==> config.mk <==
export PLATFORM = sky130hd
export DESIGN_NAME = command_slot_fifo_top
export DESIGN_NICKNAME = d
export VERILOG_FILES = /design/src/sv/csf_pkg.sv /design/src/sv/csf_ram.sv /design/src/sv/command_slot_fifo_top.sv
export VERILOG_INCLUDE_DIRS = /design/src /design/src/sv
export SDC_FILE = /design/constraint.sdc
export NUM_CORES = 1
export LEC_CHECK = 0
export ABC_AREA = 1
export ABC_CLOCK_PERIOD_IN_PS = 3100
export BUFFER_PORTS_ARGS = -buffer_cell sky130_fd_sc_hd__buf_2
export CORE_ASPECT_RATIO = 0.5
export CORE_MARGIN = 8
export CORE_UTILIZATION = 30
export DETAILED_ROUTE_END_ITERATION = 8
export PLACE_DENSITY = 0.41
export SLEW_MARGIN = 10
export SYNTH_ARGS = -nofsm -noshare
export SYNTH_HDL_FRONTEND = slang
export SYNTH_SLANG_ARGS = --single-unit
export TNS_END_PERCENT = 1
==> constraint.sdc <==
create_clock -name clk -period 3.1 [get_ports clk]
set_input_delay 0.93 -clock clk [delete_from_list [all_inputs] [get_ports clk]]
set_output_delay 0.93 -clock clk [all_outputs]
set_load 0.01 [all_outputs]
==> src/sv/assert_macros.svh <==
// assertion macros for the top rtl file of the command slot fifo
// no dependencies; SYNTH drops every check

`ifndef ASSERT_MACROS_SVH
`define ASSERT_MACROS_SVH

`ifndef SYNTH

// check prop on every rising edge of clk outside reset
`define ASSERT_CLK(lbl, clk, rst_n, prop, msg) \
  lbl: assert property (@(posedge clk) disable iff (!rst_n) prop) else $error(msg);

// check prop on every rising edge of clk, reset included
`define ASSERT_ALWAYS(lbl, clk, prop, msg) \
  lbl: assert property (@(posedge clk) prop) else $error(msg);

`else

`define ASSERT_CLK(lbl, clk, rst_n, prop, msg)
`define ASSERT_ALWAYS(lbl, clk, prop, msg)

`endif

`endif

==> src/sv/csf_pkg.sv <==
// types and codes of the command slot fifo
// no dependencies

package csf_pkg;

  typedef enum logic [1:0] {
    ACT_WRITE = 2'd0,
    ACT_READ  = 2'd1,
    ACT_CLEAR = 2'd2,
    ACT_NONE  = 2'd3
  } action_t;

  typedef struct packed {
    logic [1:0] action;
    logic [7:0] byte_in;
  } in_t;

  typedef struct packed {
    logic       ok;
    logic [7:0] byte_out;
    logic       last;
  } out_t;

  typedef enum logic {
    ST_IDLE  = 1'b0,
    ST_BURST = 1'b1
  } state_t;

endpackage

==> src/sv/csf_ram.sv <==
// generic single-write, single-read ram with registered read data
// no dependencies

module csf_ram #(
  parameter int WIDTH = 8,
  parameter int DEPTH = 32
) (
  input  logic                     clk,
  input  logic                     we,
  input  logic [$clog2(DEPTH)-1:0] waddr,
  input  logic [WIDTH-1:0]         wdata,
  input  logic                     re,
  input  logic [$clog2(DEPTH)-1:0] raddr,
  output logic [WIDTH-1:0]         rdata
);

  logic [WIDTH-1:0] mem [DEPTH];
  logic [WIDTH-1:0] rdata_r;

  always_ff @(posedge clk) begin
    if (we) begin
      mem[waddr] <= wdata;
    end
    if (re) begin
      rdata_r <= mem[raddr];
    end
  end

  assign rdata = rdata_r;

endmodule

==> src/sv/command_slot_fifo_top.sv <==
// command slot fifo: ring of fixed-length command slots in one byte ram
// depends on csf_pkg, csf_ram and assert_macros.svh
//
//  channel | ports                        | beat
//  --------+------------------------------+------------------------------------
//  in      | in_valid in_ready in_data    | one action: write, read, clear, none
//  out     | out_valid out_ready out_data | one result: ok, byte_out, last
//
// every action except a successful read gives one beat
// a successful read streams CMD_BYTES beats, one per cycle, straight from the
// ram's registered read port; input is held off for the whole burst
// out_data sits in an output register, so the next action is taken while the
// previous result is being handed over
// a stalled out channel freezes the burst: the ram read data holds until taken
// synchronous active-low reset clears flags, pointers and fill count; slot
// bytes need no clearing since a slot is only read after all bytes are written

`include "assert_macros.svh"

module command_slot_fifo_top #(
  parameter int SLOTS     = 4,
  parameter int CMD_BYTES = 8
) (
  input  logic          clk,
  input  logic          rst_n,
  input  logic          in_valid,
  output logic          in_ready,
  input  csf_pkg::in_t  in_data,
  output logic          out_valid,
  input  logic          out_ready,
  output csf_pkg::out_t out_data
);

  localparam int DEPTH  = SLOTS * CMD_BYTES;
  localparam int ADDR_W = $clog2(DEPTH);
  localparam int SLOT_W = $clog2(SLOTS);
  localparam int BYTE_W = (CMD_BYTES > 1) ? $clog2(CMD_BYTES) : 1;

  localparam logic [SLOT_W-1:0] SLOT_LAST = SLOT_W'(SLOTS - 1);
  localparam logic [BYTE_W-1:0] BYTE_LAST = BYTE_W'(CMD_BYTES - 1);
  localparam logic [ADDR_W-1:0] SLOT_SPAN = ADDR_W'(CMD_BYTES);

  // control state
  csf_pkg::state_t   st_r, st_nxt;
  logic [SLOTS-1:0]  ready_r, ready_nxt;   // slot holds a complete command
  logic [SLOT_W-1:0] wr_ptr_r, wr_ptr_nxt;
  logic [SLOT_W-1:0] rd_ptr_r, rd_ptr_nxt;
  logic [BYTE_W-1:0] fill_r, fill_nxt;     // fill of the slot under wr_ptr
  logic [BYTE_W-1:0] idx_r, idx_nxt;       // byte in flight during a burst

  // output register
  logic              out_valid_r, out_valid_nxt;
  csf_pkg::out_t     out_r, out_nxt;

  // ram port
  logic              ram_we, ram_re;
  logic [ADDR_W-1:0] ram_waddr, ram_raddr;
  logic [7:0]        ram_rdata;

  logic              out_free, in_acc, res_load;
  logic              wr_busy, rd_hit, burst_end;
  csf_pkg::action_t  act;

  assign act       = csf_pkg::action_t'(in_data.action);
  assign out_free  = !out_valid_r || out_ready;
  assign in_ready  = (st_r == csf_pkg::ST_IDLE) && out_free;
  assign in_acc    = in_valid && in_ready;
  assign wr_busy   = ready_r[wr_ptr_r];
  assign rd_hit    = ready_r[rd_ptr_r];
  assign burst_end = (st_r == csf_pkg::ST_BURST) && out_free && (idx_r == BYTE_LAST);

  function automatic logic [SLOT_W-1:0] wrap_inc(input logic [SLOT_W-1:0] p);
    wrap_inc = (p == SLOT_LAST) ? '0 : p + 1'b1;
  endfunction

  // next state
  always_comb begin
    st_nxt = st_r;
    case (st_r)
      csf_pkg::ST_IDLE: begin
        if (in_acc && act == csf_pkg::ACT_READ && rd_hit) begin
          st_nxt = csf_pkg::ST_BURST;
        end
      end
      csf_pkg::ST_BURST: begin
        if (burst_end) begin
          st_nxt = csf_pkg::ST_IDLE;
        end
      end
      default: st_nxt = csf_pkg::ST_IDLE;
    endcase
  end

  // ram accesses and result beat
  always_comb begin
    ram_we    = 1'b0;
    ram_re    = 1'b0;
    ram_waddr = ADDR_W'(wr_ptr_r) * SLOT_SPAN + ADDR_W'(fill_r);
    ram_raddr = ADDR_W'(rd_ptr_r) * SLOT_SPAN;
    res_load  = 1'b0;
    out_nxt   = '{ok: 1'b0, byte_out: 8'd0, last: 1'b1};
    case (st_r)
      csf_pkg::ST_IDLE: begin
        if (in_acc) begin
          case (act)
            csf_pkg::ACT_WRITE: begin
              ram_we     = !wr_busy;
              res_load   = 1'b1;
              out_nxt.ok = !wr_busy;
            end
            csf_pkg::ACT_READ: begin
              // a hit starts the burst with byte zero; a miss gives one refusal
              ram_re   = rd_hit;
              res_load = !rd_hit;
            end
            csf_pkg::ACT_CLEAR: begin
              res_load   = 1'b1;
              out_nxt.ok = 1'b1;
            end
            default: begin
              res_load = 1'b1;
            end
          endcase
        end
      end
      csf_pkg::ST_BURST: begin
        // read data for idx_r is on ram_rdata; fetch the next byte as it leaves
        ram_raddr = ADDR_W'(rd_ptr_r) * SLOT_SPAN + ADDR_W'(idx_r) + 1'b1;
        res_load  = out_free;
        ram_re    = out_free && (idx_r != BYTE_LAST);
        out_nxt   = '{ok: 1'b1, byte_out: ram_rdata, last: (idx_r == BYTE_LAST)};
      end
      default: begin
      end
    endcase
  end

  // flags, pointers and counters
  always_comb begin
    ready_nxt  = ready_r;
    wr_ptr_nxt = wr_ptr_r;
    rd_ptr_nxt = rd_ptr_r;
    fill_nxt   = fill_r;
    idx_nxt    = idx_r;
    if (in_acc) begin
      case (act)
        csf_pkg::ACT_WRITE: begin
          if (!wr_busy) begin
            if (fill_r == BYTE_LAST) begin
              ready_nxt[wr_ptr_r] = 1'b1;
              wr_ptr_nxt          = wrap_inc(wr_ptr_r);
              fill_nxt            = '0;
            end else begin
              fill_nxt = fill_r + 1'b1;
            end
          end
        end
        csf_pkg::ACT_READ: begin
          idx_nxt = '0;
        end
        csf_pkg::ACT_CLEAR: begin
          ready_nxt  = '0;
          wr_ptr_nxt = '0;
          rd_ptr_nxt = '0;
          fill_nxt   = '0;
        end
        default: begin
        end
      endcase
    end
    if (st_r == csf_pkg::ST_BURST && out_free) begin
      if (burst_end) begin
        ready_nxt[rd_ptr_r] = 1'b0;
        rd_ptr_nxt          = wrap_inc(rd_ptr_r);
      end else begin
        idx_nxt = idx_r + 1'b1;
      end
    end
    if (res_load) begin
      out_valid_nxt = 1'b1;
    end else if (out_ready) begin
      out_valid_nxt = 1'b0;
    end else begin
      out_valid_nxt = out_valid_r;
    end
  end

  always_ff @(posedge clk) begin
    if (!rst_n) begin
      st_r        <= csf_pkg::ST_IDLE;
      ready_r     <= '0;
      wr_ptr_r    <= '0;
      rd_ptr_r    <= '0;
      fill_r      <= '0;
      idx_r       <= '0;
      out_valid_r <= 1'b0;
    end else begin
      st_r        <= st_nxt;
      ready_r     <= ready_nxt;
      wr_ptr_r    <= wr_ptr_nxt;
      rd_ptr_r    <= rd_ptr_nxt;
      fill_r      <= fill_nxt;
      idx_r       <= idx_nxt;
      out_valid_r <= out_valid_nxt;
    end
  end

  // payload register, no reset
  always_ff @(posedge clk) begin
    if (res_load) begin
      out_r <= out_nxt;
    end
  end

  csf_ram #(
    .WIDTH (8),
    .DEPTH (DEPTH)
  ) u_slot_ram (
    .clk   (clk),
    .we    (ram_we),
    .waddr (ram_waddr),
    .wdata (in_data.byte_in),
    .re    (ram_re),
    .raddr (ram_raddr),
    .rdata (ram_rdata)
  );

  assign out_valid = out_valid_r;
  assign out_data  = out_r;

  // a burst holds off new actions
  `ASSERT_CLK(a_burst_blocks_in, clk, rst_n, (st_r == csf_pkg::ST_BURST) |-> !in_ready, "input taken during read burst")
  // a partly filled slot is never flagged ready
  `ASSERT_CLK(a_fill_not_ready, clk, rst_n, (fill_r != '0) |-> !ready_r[wr_ptr_r], "partly filled slot marked ready")
  // a read of a ready slot starts a burst in the next cycle
  `ASSERT_CLK(a_read_starts_burst, clk, rst_n, (in_acc && act == csf_pkg::ACT_READ && rd_hit) |=> (st_r == csf_pkg::ST_BURST), "ready read did not start burst")
  // the final burst beat returns to idle, flagged last
  `ASSERT_CLK(a_burst_end_idle, clk, rst_n, burst_end |=> (st_r == csf_pkg::ST_IDLE && out_valid_r && out_r.last), "burst did not end cleanly")

endmodule
# Word level (Yosys, flattened, before mapping)
# Memories as Yosys holds them, arrays and structs flattened. A register that Yosys moved wholly into a read port is not among the register bits.
# Cells that the tools add are included.
# totals
reg_bits	26
mem_bits_rw	256
elab_cells	103
output_inout_bits	12
memories	1
# mem_list
name	depth	word_bits	read_ports	rd_clocked_by_memory_dff	wr	line_no	rtl
u_slot_ram.mem	32	8	1	1	1	csf_ram.sv:17	logic [WIDTH-1:0] mem [DEPTH];
# op_classes
mux	50
n_bitwise	4
magnitude_cmp	4
n_eq_ne	9
add_sub_neg	7
reduce_logical	18
# ops
cell	count
two-way mux 4 bit	5
two-way mux 1 bit	18
two-way mux 3 bit	6
two-way mux 2 bit	8
adder 5 x 3 -> 5 bit	2
case mux 1 bit (2 select lines)	5
logical AND 1 bit	9
case mux 4 bit (2 select lines)	1
adder 3 x 1 -> 3 bit, second input constant	2
== test 2 bit, second input constant	3
== test 3 bit, second input constant	2
< comparator 2 x 3 -> 1 bit, second input constant	2
case mux 3 bit (2 select lines)	1
adder 5 x 1 -> 5 bit, second input constant	1
two-way mux 5 bit	1
adder 2 x 1 -> 2 bit, second input constant	2
AND 4 bit	1
binary-select mux 1 bit (select 2 bit)	2
demux 1 bit (select 2 bit)	2
>= comparator 2 x 1 -> 1 bit, second input constant	2
inequality test 2 bit, second input constant	2
NOT 4 bit	1
OR 4 bit	1
case mux 2 bit (2 select lines)	1
other kinds (9)	12

# Logic depth before layout (Yosys ltp)
# Gate-level depths: netlist (run 1).
# depth
depth_word	12
mapped_depth	12
depth_no_buf	11

# By module
# A second synthesis (run 1) with hierarchy kept.
# unflattened
cells_unflattened	1114
area_unflattened_um2	12369.4
# modules_own_cells
module	cells_per_inst	seq_area_each_um2	instances	area_per_inst_um2
csf_ram	922	7927.6	1	10866.7
command_slot_fifo_top	192	620.6	1	1502.7

# Least setup slack after synthesis (run 1)
# Ideal clock, no wire load.
# synth_timing
path_kind	input to register
from	in out_ready
to	mem u_slot_ram.mem[0][0], enable pin
arrival_ns	2.173
path_buffers	0
path_stages	8
t_required_ns	2.730
path_slack_ns	0.556
setup_time_ns	0.370
cell_sequence	inv_1 nand2_1 nand3_1 nor2_2 nand2_1 nor2_1 nand2_2 nor2_1
# synth_via
elab_chain_len	7
# synth_rtl
item	line_no	rtl
start: declaration	command_slot_fifo_top.sv:30	input logic out_ready,
logical OR 1 bit	command_slot_fifo_top.sv:65	assign out_free = !out_valid_r || out_ready;
logical AND 1 bit	command_slot_fifo_top.sv:66	assign in_ready = (st_r == csf_pkg::ST_IDLE) && out_free;
logical AND 1 bit	command_slot_fifo_top.sv:67	assign in_acc = in_valid && in_ready;
two-way mux 1 bit	command_slot_fifo_top.sv:104	if (in_acc) begin
two-way mux 1 bit	command_slot_fifo_top.sv:102	case (st_r)
two-way mux 1 bit	csf_ram.sv:21	if (we) begin
two-way mux 1 bit (not written as such)	csf_ram.sv:22	mem[waddr] <= wdata;
end: declaration	csf_ram.sv:17	
# No other way between the ends.

# Worst setup path after layout (run 1)
# layout_timing
from	reg st_r
to	out in_ready
# layout_via
elab_chain_len	2
# layout_rtl
item	line_no	rtl
start: declaration	command_slot_fifo_top.sv:44	csf_pkg::state_t st_r, st_nxt;
start signal: assignment	command_slot_fifo_top.sv:190	st_r <= csf_pkg::ST_IDLE;
start signal: assignment	command_slot_fifo_top.sv:198	st_r <= st_nxt;
NOT 1 bit	command_slot_fifo_top.sv:66	
logical AND 1 bit	command_slot_fifo_top.sv:66	
end: declaration	command_slot_fifo_top.sv:27	output logic in_ready,
# No other way between the ends.

==> results of run 1 <==
cells by family (layout without fill, tap and decap cells):
kind of cell             after synthesis  count (layout)  synth area share (%)
XOR/XNOR                               3               3                 0.553
AO/OA/AOI/OAI                         28              28                  1.11
buffers and inverters                253             346                  7.73
AND/OR/NAND/NOR                      707             707                  22.8
flip-flops                           290             290                  66.3
adder cells (fa/ha/maj)               15              15                  1.46
worst paths after layout:
| path | from | endpoint | cells after the start |
|---|---|---|---|
| worst min register to register | idx_r[1] | idx_r[1] | 2 |
| worst max-delay path | st_r | in_ready | 3 |
| worst max register to register | st_r | u_slot_ram.rdata[1] | 10 |
| worst min-delay path | idx_r[1] | idx_r[1] | 2 |
power groups by stage:
stage | Sequential, uW | Combinational, uW | Clock, uW
after CTS | 4320 | 247 | 3940
final | 4320 | 240 | 3860
after floorplan | 4400 | 72.6 | 0
after detailed placement | 4400 | 248 | 0
after global placement | 4400 | 249 | 0
after global routing | 4320 | 263 | 4070
placed cells by master (no fill, tap or decap), types with 5 or more instances in the layout:
master                       instances
sky130_fd_sc_hd__buf_12             10
sky130_fd_sc_hd__nand2_1           339
sky130_fd_sc_hd__bufinv_16           6
sky130_fd_sc_hd__nor2_1            153
sky130_fd_sc_hd__buf_4              55
sky130_fd_sc_hd__dfxtp_1            15
sky130_fd_sc_hd__clkinvlp_4          5
sky130_fd_sc_hd__ha_1               15
sky130_fd_sc_hd__nand3_1           202
sky130_fd_sc_hd__buf_2              25
sky130_fd_sc_hd__o21ai_0             9
sky130_fd_sc_hd__inv_1             196
sky130_fd_sc_hd__a21oi_1            18
sky130_fd_sc_hd__clkinv_1            9
sky130_fd_sc_hd__clkbuf_16          31
sky130_fd_sc_hd__edfxtp_1          274
sky130_fd_sc_hd__nand2_2             6
per-layer routing:
metal  routed length [um]  global-route usage, %  vias to the layer above
met5                    0                      0                        -
met4                  902                   3.86                        0
met3                 1560                   2.40                       53
met2                16500                   23.3                      199
met1                17800                   20.4                     4285
li1                     -                      -                     4336
area by class of cell:
cell class / count / share of cell area (%)
tap: 577 / 4.75
clock buffer: 33 / 5.16
timing repair buffer: 90 / 4.86
sequential: 290 / 56.3
clock inverter: 23 / 1.84
inverter: 200 / 4.94
multi-input combinational: 753 / 22.1
synthesized netlist by cell type:
cell type / count
sky130_fd_sc_hd__dfxtp_1: 16
sky130_fd_sc_hd__nor2_8: 1
sky130_fd_sc_hd__or2_2: 1
sky130_fd_sc_hd__inv_1: 196
sky130_fd_sc_hd__edfxtp_1: 274
sky130_fd_sc_hd__a21oi_1: 18
sky130_fd_sc_hd__buf_1: 5
sky130_fd_sc_hd__nand3_1: 202
sky130_fd_sc_hd__xor2_4: 2
sky130_fd_sc_hd__nand2_1: 341
sky130_fd_sc_hd__xor2_2: 1
sky130_fd_sc_hd__nand2_2: 5
sky130_fd_sc_hd__a211oi_1: 1
sky130_fd_sc_hd__inv_2: 3
sky130_fd_sc_hd__ha_1: 15
sky130_fd_sc_hd__buf_4: 3
sky130_fd_sc_hd__nor2_2: 2
sky130_fd_sc_hd__o21ai_0: 9
sky130_fd_sc_hd__clkbuf_1: 17
sky130_fd_sc_hd__nor3_1: 2
sky130_fd_sc_hd__buf_2: 28
sky130_fd_sc_hd__nor2_1: 153
sky130_fd_sc_hd__clkinv_1: 1
sequential cells by signal, indices dropped and copies added, names as in the netlist:
register / count
st_r: 1
wr_ptr_r: 2
u_slot_ram.mem: 256
fill_r: 3
out_valid: 1
ready_r: 4
rd_ptr_r: 2
idx_r: 3
u_slot_ram.rdata: 8
out_data: 10
stage by stage:
stage	hold WS (ns)	cells
6_report	0.487	1966
5_1_grt	0.501	1966
4_1_cts	0.485	1966
3_5_place_dp	0.476	1910
3_3_place_gp	0.469	1910
2_1_floorplan	0.435	1296
worst min-delay path, stage by stage, from the launching register on:
cell and delay, ns:
sky130_fd_sc_hd__dfxtp_1 0.33, sky130_fd_sc_hd__nand2_1 0.07, sky130_fd_sc_hd__a21oi_1 0.05
==> flow_summary.ini, run 1 <==
[floorplanning]
core-area_sq_mm = 0.0422
die_width_um = 309
rows = 53
floorplan.initialDensity_pct = 30.6
total_die_area_sq_mm = 0.0503
ios = 26
dieHeight_um = 163

[pwr]
p_seq_share_pct = 51.3
combinationalPowerShare_pct = 2.9
cell_internal_pwr_uw = 6680
ir_drop_uv = 336
static-leakage-power_uw = 0.00623
power.switching_fraction_pct = 20.7
clock_power_share_pct = 45.8
pwr_per_cell_area_mw_per_mm2 = 554
power.net_switching_uw = 1740
design_power_total_uw = 8410

[worst_setup_path]
max_stage_delay_ns = 0.49
worstSetupPathType = flop to primary output
timing.critical_path.fanout_max = 45
crit_path_start_kind = flop
crit_buf_inv = 2
worst_ep_arrival_time_ns = 1.79
reg2reg_slack_ns = 0.55
path_cells = buf_4 -> nor2_1 -> buf_2
crit_path_required_time_ns = 2.17
critical-path-top-delay-family = buffers and inverters
worstSetupEndpointType = primary output
cell_at_the_slowest_stage_of_the_critical_path = sky130_fd_sc_hd__buf_4

[flow_run]
cap_violations = 0

[logic_synthesis]
post-synth-top-area-cell = sky130_fd_sc_hd__edfxtp_1
yosysWarnings = 0
synth_cell_types = 23
synthesis.instances = 1296
post_synth_main_area_contributors = sky130_fd_sc_hd__edfxtp_1 64%, sky130_fd_sc_hd__nand2_1 9.9%, sky130_fd_sc_hd__nand3_1 7.8%
average_footprint_of_a_synthesized_cell_sq_um = 9.95
register_bit_count_reported_by_yosys = 290
mappedNetlistArea_sq_mm = 0.0129
synth_fp_nets = 1325
synth.yosys.seq_area_share_pct = 66.3
synth_top_area_share_pct = 63.8

[finish]
layout_area_overhead_pct = 17.8
cell_area_after_layout_sq_mm = 0.0152
finalCoreUtilization_pct = 36.0
multi_input_comb_area_sq_mm = 0.00336
finish.net_count = 1394
sequential_standard_cell_area_sq_mm = 0.00855
drive_gt1_share_pct = 11.1
diodes = 0
n_fill_cell = 4296

[routing]
iteration_count_of_the_initial_detailed_routing_pass = 5
first_iter_violations = 495
remaining_drc_errors = 0
detail_route.vias_per_cell = 4.51
detailroute.via_count = 8873
routed_wl_mm = 36.7
detail_route.wl_per_cell_um = 18.7
antenna_violating_nets_post_route = 0

[grt]
number_of_antenna_violations_at_the_first_check_in_global_routing = 0
grt_pass1_vias = 8925
grt_start_max_net_pins = 90
grt_use_total_pct = 14.6
wire_length_of_the_first_global_routing_pass_mm = 55.0
gr-total-overflow = 0

[timing]
report.final.slew_viol_count = 0
setup_tns_ns = 0
worst-slew-pin-transition_ns = 0.689
post-route-period-util_pct = 87.7
rsz0062_at_grt = false
finalSetupViolCount = 0
timing.final.ws_setup_ns = 0.383
max_slew_headroom_at_the_worst_pin_pct = 53.6
finalHoldViolCount = 0
finalWorstPathRequiredPeriod_ns = 2.72
fmax_achieved_mhz = 368
clock_skew_ns = 0.0117

[placed_design]
gpl.final_weighted_congestion = 0.783
postPlaceCellArea_sq_mm = 0.0141
pre_cts_slack_ns = 0.391
dp_hpwl_mm = 23.9
port_buffers = 25

[clock_network]
post_cts_resize_count = 0
cts_max_path_buffers = 3
clk_pin_slew_worst_paths_ns = 0.07
cts-htree-levels = 1
setup_buffers_after_cts = 0
clkLatencyLatePin_ns = 0.57
postCtsHoldBufs = 0
cts_tree = done
cts_made_buffers = 30
cts_num_sinks = 290
clk_root_buffer_cell = sky130_fd_sc_hd__clkbuf_16

[status]
outcome = complete, no violations

[worst_hold_path]
path_category_of_the_worst_min_delay_check = flop to flop
(Power assumes the default switching activity.)
==> run 2: changes to the inputs <==
Settings changed: CORE_UTILIZATION 30 to 50, PLACE_DENSITY 0.41 to 0.63, SLEW_MARGIN 10 to 30.
==> run 2 against run 1 <==
Against the previous run:
- combinational power fell by 13%
- utilization rose by 21 points
- sequential share of layout area rose by 2.5 points
- wire length fell by 14%
- global-route usage rose by 5.5 points
- non-clock buffer count fell by 17
- cell area fell by 4.3%
- setup slack improved by 0.26 ns
- via count rose by 1.1%
- largest cell class unchanged
==> flow_summary.ini, run 2 (same netlist as run 1, synthesis figures left out) <==
[status]
outcome = complete, no violations

[worst_setup_path]
worstSetupPathType = flop to flop
worst_ep_arrival_time_ns = 2.74
crit_path_required_time_ns = 3.38
timing.critical_path.fanout_max = 32
worstSetupEndpointType = flop
crit_path_start_kind = flop

[timing]
clock_skew_ns = 0.0210
max_slew_headroom_at_the_worst_pin_pct = 38.6
post-route-period-util_pct = 79.1
finalWorstPathRequiredPeriod_ns = 2.45
finalHoldViolCount = 0
fmax_achieved_mhz = 408
worst-slew-pin-transition_ns = 0.922
finalSetupViolCount = 0
setup_tns_ns = 0
rsz0062_at_grt = false
report.final.slew_viol_count = 0

[routing]
detail_route.wl_per_cell_um = 18.4
remaining_drc_errors = 0
antenna_violating_nets_post_route = 0
first_iter_violations = 1091
detailroute.via_count = 8969
routed_wl_mm = 31.5
iteration_count_of_the_initial_detailed_routing_pass = 6
detail_route.vias_per_cell = 5.25

[grt]
gr-total-overflow = 0
grt_start_max_net_pins = 82
number_of_antenna_violations_at_the_first_check_in_global_routing = 0
wire_length_of_the_first_global_routing_pass_mm = 48.7
grt_use_total_pct = 20.0
grt_pass1_vias = 8539

[finish]
finalCoreUtilization_pct = 57.5
largest-register = u_slot_ram.mem
layout_common_cells = 340 x sky130_fd_sc_hd__nand2_1, 274 x sky130_fd_sc_hd__edfxtp_1, 202 x sky130_fd_sc_hd__nand3_1, 196 x sky130_fd_sc_hd__inv_1, 153 x sky130_fd_sc_hd__nor2_1
layout_area_overhead_pct = 12.7
drive_gt1_share_pct = 9.60
mostFrequentLayoutCell = sky130_fd_sc_hd__nand2_1
diodes = 0
finish.net_count = 1374
n_fill_cell = 2118
cell_area_after_layout_sq_mm = 0.0145
instances_no_fill = 1709
largest_register_ff_count = 256

[placed_design]
port_buffers = 25
place.detailed.instances = 1660
dp_hpwl_mm = 20.1
gpl.final_weighted_congestion = 0.863
postPlaceCellArea_sq_mm = 0.0136

[clock_network]
cts_num_sinks = 290
postCtsHoldBufs = 0
clkLatencyLatePin_ns = 0.55
cts_tree = done
cts-htree-levels = 1
clk_root_buffer_cell = sky130_fd_sc_hd__clkbuf_16
cts_made_buffers = 27
setup_buffers_after_cts = 0
post_cts_resize_count = 0
cts_max_path_buffers = 3
clk_pin_slew_worst_paths_ns = 0.07

[floorplanning]
rows = 41
ios = 26
dieHeight_um = 130
floorplan.initialDensity_pct = 51.0
core-area_sq_mm = 0.0253
die_width_um = 243
total_die_area_sq_mm = 0.0315

[worst_hold_path]
path_category_of_the_worst_min_delay_check = flop to flop

[pwr]
static-leakage-power_uw = 0.00606
design_power_total_uw = 7970
pwr_per_cell_area_mw_per_mm2 = 549
ir_drop_uv = 312

[flow_run]
cap_violations = 0
==> run 2: where the power goes <==
group	leakage, uW	switching [uW]	internal (uW)	total, uW
clock network	0.000448	1420	2030	3450
logic	0.00301	167	40.8	208
registers	0.00260	13.6	4300	4320
==> run 2: final cells by class <==
type                            count  area, sq um  area share, %
Timing Repair Buffer               73          523           3.60
Tap cell                          344          430           2.96
Multi-Input combinational cell    753         3360           23.1
Sequential cell                   290         8550           58.8
Clock inverter                     18          228           1.57
Inverter                          200          751           5.17
Clock buffer                       31          691           4.75
==> run 2: worst max-delay path: stages, from the launching register on <==
cell and delay, ns:
sky130_fd_sc_hd__dfxtp_1 0.46, sky130_fd_sc_hd__buf_4 0.27, sky130_fd_sc_hd__inv_2 0.14, sky130_fd_sc_hd__nand2_2 0.21
sky130_fd_sc_hd__buf_4 0.39, sky130_fd_sc_hd__nand2_1 0.10, sky130_fd_sc_hd__nand3_1 0.10, sky130_fd_sc_hd__nand3_1 0.10
sky130_fd_sc_hd__nand3_1 0.16, sky130_fd_sc_hd__nand2_1 0.11, sky130_fd_sc_hd__nand2_1 0.10, sky130_fd_sc_hd__nand2_1 0.06
==> run 2: metal layers <==
layer  track usage (%)  routed length [um]
met1              29.1               14500
met2              31.2               13800
met3              3.57                2530
met4              4.88                 638
met5                 0                   0
==> run 2: final timing paths <==
kind         startpoint                   to  slack, ns  depth (start not counted)
max            idx_r[0]  u_slot_ram.rdata[7]       0.65                         11
min          ready_r[3]           ready_r[3]       0.47                          2
max reg2reg    idx_r[0]  u_slot_ram.rdata[7]       0.65                         11
min reg2reg  ready_r[3]           ready_r[3]       0.47                          2
==> run 2: metrics by stage <==
step / hold WS (ns) / setup WS, ns
floorplan: 0.435 / 0.556
global placement: 0.467 / 0.203
detailed placement: 0.463 / 0.153
CTS: 0.473 / 0.683
global route: 0.494 / 0.482
finish: 0.472 / 0.647
